<file path="src/sv/osbd_pkg.sv">
package osbd_pkg;

  localparam int NUM_SLOTS   = 4;
  localparam int MAX_FRAME   = 1024;
  localparam int SAMPLE_BITS = 16;

  // field widths
  localparam int THRESH_W   = 16;
  localparam int FSZ_W      = 11;
  localparam int SLOTS_W    = 3;
  localparam int SLOT_IDX_W = 10;
  localparam int MAG_W      = 16;
  localparam int MASK_W     = 4;
  localparam int CFG_IDX_W  = 3;
  localparam int CFG_DATA_W = 16;

  // datapath widths
  localparam int POS_W   = $clog2(MAX_FRAME);
  localparam int RAD_W   = 2 * SAMPLE_BITS;
  localparam int ROOT_W  = SAMPLE_BITS;
  localparam int REM_W   = SAMPLE_BITS + 2;
  localparam int ITER_W  = $clog2(SAMPLE_BITS);
  localparam int CMP_W   = (ROOT_W > THRESH_W) ? ROOT_W : THRESH_W;
  localparam int RUN_W   = 9;
  localparam int TALLY_W = 5;

  // queue between front and back; depth must be a power of two
  localparam int QUEUE_DEPTH = 2;
  localparam int QPTR_W      = (QUEUE_DEPTH > 1) ? $clog2(QUEUE_DEPTH) : 1;
  localparam int QCNT_W      = $clog2(QUEUE_DEPTH + 1);

  // slot protocol constants
  localparam int IDLE_CHIPS     = 10;
  localparam int START_COUNT    = 410;
  localparam int CHIPS_PER_BIT  = 20;
  localparam int BITS_PER_FRAME = 4;
  localparam int RUN_MAX        = 511;

  // register indexes
  localparam logic [CFG_IDX_W-1:0] CFG_THRESHOLD    = 3'd0;
  localparam logic [CFG_IDX_W-1:0] CFG_FRAME_SIZE   = 3'd1;
  localparam logic [CFG_IDX_W-1:0] CFG_SLOTS_IN_USE = 3'd2;
  localparam logic [CFG_IDX_W-1:0] CFG_SLOT_INDEX_0 = 3'd3;

  // register reset values
  localparam logic [FSZ_W-1:0]   FRAME_SIZE_RST   = 11'd64;
  localparam logic [SLOTS_W-1:0] SLOTS_IN_USE_RST = 3'd4;

  typedef enum logic [1:0] {
    MODE_IDLE    = 2'd0,
    MODE_LISTEN  = 2'd1,
    MODE_RECEIVE = 2'd2,
    MODE_DONE    = 2'd3
  } slot_mode_e;

  typedef enum logic [2:0] {
    FE_IDLE,
    FE_SQUARE,
    FE_SUM,
    FE_ROOT,
    FE_PUSH
  } front_state_e;

  typedef struct packed {
    logic [THRESH_W-1:0]                    threshold;
    logic [FSZ_W-1:0]                       frame_size;
    logic [SLOTS_W-1:0]                     slots_in_use;
    logic [NUM_SLOTS-1:0][SLOT_IDX_W-1:0]   slot_index;
  } cfg_t;

  typedef struct packed {
    slot_mode_e           mode;
    logic [RUN_W-1:0]     run;
    logic [TALLY_W-1:0]   low;
    logic [TALLY_W-1:0]   high;
  } slot_t;

  typedef struct packed {
    slot_t st;
    logic  bit_valid;
    logic  bit_value;
    logic  start;
    logic  finish;
  } slot_res_t;

endpackage

</file>
<file path="src/sv/osbd_fifo.sv">
module osbd_fifo import osbd_pkg::*; (
  input  logic              clk_i,
  input  logic              rst_ni,
  input  logic              push_valid_i,
  output logic              push_ready_o,
  input  logic [ROOT_W-1:0] push_data_i,
  output logic              pop_valid_o,
  input  logic              pop_ready_i,
  output logic [ROOT_W-1:0] pop_data_o
);

  logic [ROOT_W-1:0] mem_q [QUEUE_DEPTH];
  logic [QPTR_W-1:0] wr_ptr_q, wr_ptr_d, rd_ptr_q, rd_ptr_d;
  logic [QCNT_W-1:0] count_q, count_d;
  logic              do_push, do_pop;

  assign push_ready_o = (count_q != QCNT_W'(QUEUE_DEPTH));
  assign pop_valid_o  = (count_q != '0);
  assign pop_data_o   = mem_q[rd_ptr_q];

  assign do_push = push_valid_i && push_ready_o;
  assign do_pop  = pop_valid_o && pop_ready_i;

  always_comb begin
    wr_ptr_d = do_push ? wr_ptr_q + 1'b1 : wr_ptr_q;
    rd_ptr_d = do_pop ? rd_ptr_q + 1'b1 : rd_ptr_q;
    count_d  = count_q;
    if (do_push && !do_pop) begin
      count_d = count_q + 1'b1;
    end else if (do_pop && !do_push) begin
      count_d = count_q - 1'b1;
    end
  end

  always_ff @(posedge clk_i or negedge rst_ni) begin
    if (!rst_ni) begin
      wr_ptr_q <= '0;
      rd_ptr_q <= '0;
      count_q  <= '0;
    end else begin
      wr_ptr_q <= wr_ptr_d;
      rd_ptr_q <= rd_ptr_d;
      count_q  <= count_d;
    end
  end

  always_ff @(posedge clk_i) begin
    if (do_push) begin
      mem_q[wr_ptr_q] <= push_data_i;
    end
  end

endmodule

</file>
<file path="config.mk">
export PLATFORM = sky130hd
export DESIGN_NAME = osbd_fifo
export DESIGN_NICKNAME = d
export VERILOG_FILES = /design/src/sv/osbd_pkg.sv /design/src/sv/osbd_fifo.sv
export SDC_FILE = /design/constraint.sdc
export NUM_CORES = 1
export LEC_CHECK = 0
export ABC_AREA = 1
export BUFFER_PORTS_ARGS = -buffer_cell sky130_fd_sc_hd__buf_2
export CORE_UTILIZATION = 39
export DETAILED_ROUTE_END_ITERATION = 16
export HOLD_SLACK_MARGIN = 0.08
export PLACE_DENSITY_LB_ADDON = 0.15
export REMOVE_ABC_BUFFERS = 1
export SLEW_MARGIN = 40
export SYNTH_ARGS = -nofsm -noshare
export SYNTH_HDL_FRONTEND = slang
export SYNTH_SLANG_ARGS = --single-unit
</file>
<file path="constraint.sdc">
create_clock -name clk_i -period 3.54 [get_ports clk_i]
set_input_delay 0.354 -clock clk_i [delete_from_list [all_inputs] [get_ports clk_i]]
set_output_delay 0.354 -clock clk_i [all_outputs]
set_load 0.01 [all_outputs]
</file>
==> results by group <==
STA
  • Setup-failing EPs final: 0
  • Final Max Slew Viols: 0
  • Min cycle time layout: 1880 ps
  • Setup repair after global routing missed its margin: false
  • Smallest hold slack: 253 ps
  • Final cycle utilization of the critical path: 53.1%
  • Highest attainable clock frequency: 532 MHz
  • Least-Margin Pin Slew: 711 ps
  • Count of final hold-check violations: 0
  • Headroom to the max-slew limit: 52.6%
  • Setup TNS: 0 ps
  • Worst path setup slack after routing: 1660 ps
  • Fin Clk Skew: 3.89 ps

Layout
  • Final standard cell count with taps included and fillers excluded: 203
  • Layout cells sized above 1: 36.9%
  • Relative area change from synthesis to final layout: 23.2%
  • Antenna Cells: 0
  • Cell area after layout: 1780 sq um
  • Net count, final: 177
  • Final core utilization: 51.7%

Global routing
  • Number of antenna violations at the first check in global routing: 0
  • Wire length of the first global-routing pass: 3900 microns
  • Maximum number of pins on one net before global-route repair: 19
  • Global-route usage over all layers: 13.8%
  • Via count of the first global-routing pass: 884
  • Aggregate global routing overflow: 0

Run status
  • Result of the run: finished, final reports clean

Die
  • Number of core rows: 21
  • Core Box Area: 3440 sq um
  • Die outline width: 62.8 microns
  • IO Count: 38
  • Area enclosed by the die boundary: 3950 sq um
  • Chip height: 62.8 microns
  • Initial Util: 41.9%

Synthesis
  • Warning count from the yosys run: 0
  • Proportion of netlist area held by the largest area contributor: 66.6%
  • Summed instance area of the synthesized netlist: 1440 sq um
  • Cell types occupying the most area after synthesis: sky130_fd_sc_hd__edfxtp_1 67%, sky130_fd_sc_hd__nand2_1 13%, sky130_fd_sc_hd__dfrtp_1 6.9%, sky130_fd_sc_hd__nand2_2 2.6%, sky130_fd_sc_hd__nand2_4 1.6%
  • Sequential-to-total area share from yosys stat: 73.5%
  • Avg Inst Size Synth: 12.9 sq um
  • Synthesized instance count: 112
  • Leading area contributor after synthesis: sky130_fd_sc_hd__edfxtp_1
  • Register bit count reported by yosys: 36
  • Post-synth cell types: 17

Routing
  • Post-DR wirelength/cell: 11.6 microns
  • DR pass1 iterations: 4
  • Per-cell via count in the routed design: 4.45
  • Initial DRC Count: 41
  • Antenna-violating nets left: 0
  • # DRC: 0
  • Final wirelength: 2360 microns
  • Vias: 904

Setup path
  • CP max-delay cell: sky130_fd_sc_hd__dfrtp_1
  • Arrival time reported for the critical path endpoint: 1530 ps
  • Nature of the critical path startpoint: flip-flop
  • Crit path largest cell delay: 800 ps
  • Critical Path Sink Type: output pin
  • Dominant cell type by count on the critical path: sky130_fd_sc_hd__nand2_1
  • Worst path top cell family by delay: flip-flops
  • Worst Path Max Fanout: 18
  • Required time reported for the critical path endpoint: 3190 ps
  • Setup CP Type: flip-flop to output pin
  • Critical Path, Cell by Cell: inv_8, nand2_1, nand2_1, buf_2
  • Buffers and inverters on the worst path: 2

Placed design
  • Routability congestion estimate from global placement: 0.639
  • Cell Count Post-Placement: 194
  • Placed wire-length estimate: 1540 microns
  • Dpl ws: 1950 ps
  • Port bufs: 37
  • Placed cell areas: 1660 sq um

Pwr
  • Worst vdd rail ir drop: 0.348 mV
  • Total power density per cell area: 834 nW/um^2
  • Total power: 1.48 mW
  • Leakage: 0.799 nW

Clock network
  • Number of buffers created by CTS: 5
  • Number of sinks driven by the clock tree: 36
  • TritonCTS clock tree: built
  • Number of hold buffers added after CTS: 1
  • Buffer levels on the longest clock path: 2
  • Cell chosen for the clock root: sky130_fd_sc_hd__clkbuf_8
  • Number of setup buffers added after CTS: 0
  • Post-cts sizing count: 0
  • Clk slew on worst S/H paths: 70 ps
  • Clock Latency Late Sink: 280 ps
  • Number of H-tree levels: 2

Job
  • Max-Cap Viols: 0

Worst hold path
  • Hold WC Path Type: input pin to flip-flop
## final timing paths
| path | startpoint | end | slack [ps] | depth (start not counted) |
|---|---|---|---|---|
| max | rd_ptr_q | pop_data_o[15] | 1660 | 4 |
| min | push_data_i[10] | mem_q[0][10] | 250 | 1 |
| max reg2reg | count_q[0] | count_q[1] | 2160 | 9 |
| min reg2reg | count_q[0] | count_q[0] | 510 | 1 |
| max in group asynchronous | rst_ni | count_q[0] | 3000 | 2 |
| min in group asynchronous | rst_ni | rd_ptr_q | 420 | 2 |
## layer usage
layer | up-vias | global-route usage [%] | routed length, microns
met4 | 0 | 10.5 | 64
met1 | 416 | 15.2 | 1030
met2 | 28 | 22.3 | 1140
met5 | - | 0 | 0
li1 | 452 | - | -
met3 | 8 | 4.01 | 123
## final cells by class
type,count,area [sq um]
Fill cell,326,1660
Timing Repair Buffer,40,210
Clock buffer,6,72.6
Tap cell,46,57.6
Sequential cell,36,1060
Multi-Input combinational cell,66,309
Inverter,7,33.8
Clock inverter,2,35.0
## state kept, by name, indices dropped and copies added, names as in the netlist
register	flops
wr_ptr_q	1
rd_ptr_q	1
count_q	2
mem_q	32
## cell usage in the layout, fill, tap and decap left out, drive strengths merged, types with 2 or more instances in the layout
cell,instances
nand2,58
inv,7
edfxtp,32
clkbuf,6
dfrtp,4
nand3,2
nor2,2
buf,39
## logic make-up after synthesis
| family | Yosys count | synth area share, % |
|---|---|---|
| flops | 36 | 73.5 |
| fa+ha+maj | 1 | 0.866 |
| simple gates | 63 | 18.8 |
| xor+xnor | 2 | 1.73 |
| buf+inv | 10 | 5.11 |
## synth_stat cells
master	n
sky130_fd_sc_hd__buf_6	1
sky130_fd_sc_hd__clkbuf_8	1
sky130_fd_sc_hd__buf_8	1
sky130_fd_sc_hd__nand4_1	1
sky130_fd_sc_hd__dfrtp_1	4
sky130_fd_sc_hd__nand3_1	2
sky130_fd_sc_hd__nor2_1	2
sky130_fd_sc_hd__ha_1	1
sky130_fd_sc_hd__inv_2	2
sky130_fd_sc_hd__nand2_4	2
sky130_fd_sc_hd__inv_8	1
sky130_fd_sc_hd__xor2_2	1
sky130_fd_sc_hd__nand2_1	50
sky130_fd_sc_hd__xnor2_1	1
sky130_fd_sc_hd__nand2_2	6
sky130_fd_sc_hd__edfxtp_1	32
sky130_fd_sc_hd__inv_1	4
## power breakdown
part	internal, mW	switching [mW]	total (mW)
clock	0.209	0.137	0.346
combinational	0.184	0.296	0.480
sequential	0.586	0.0724	0.658
No activity file was read; power rests on OpenSTA's default activity.
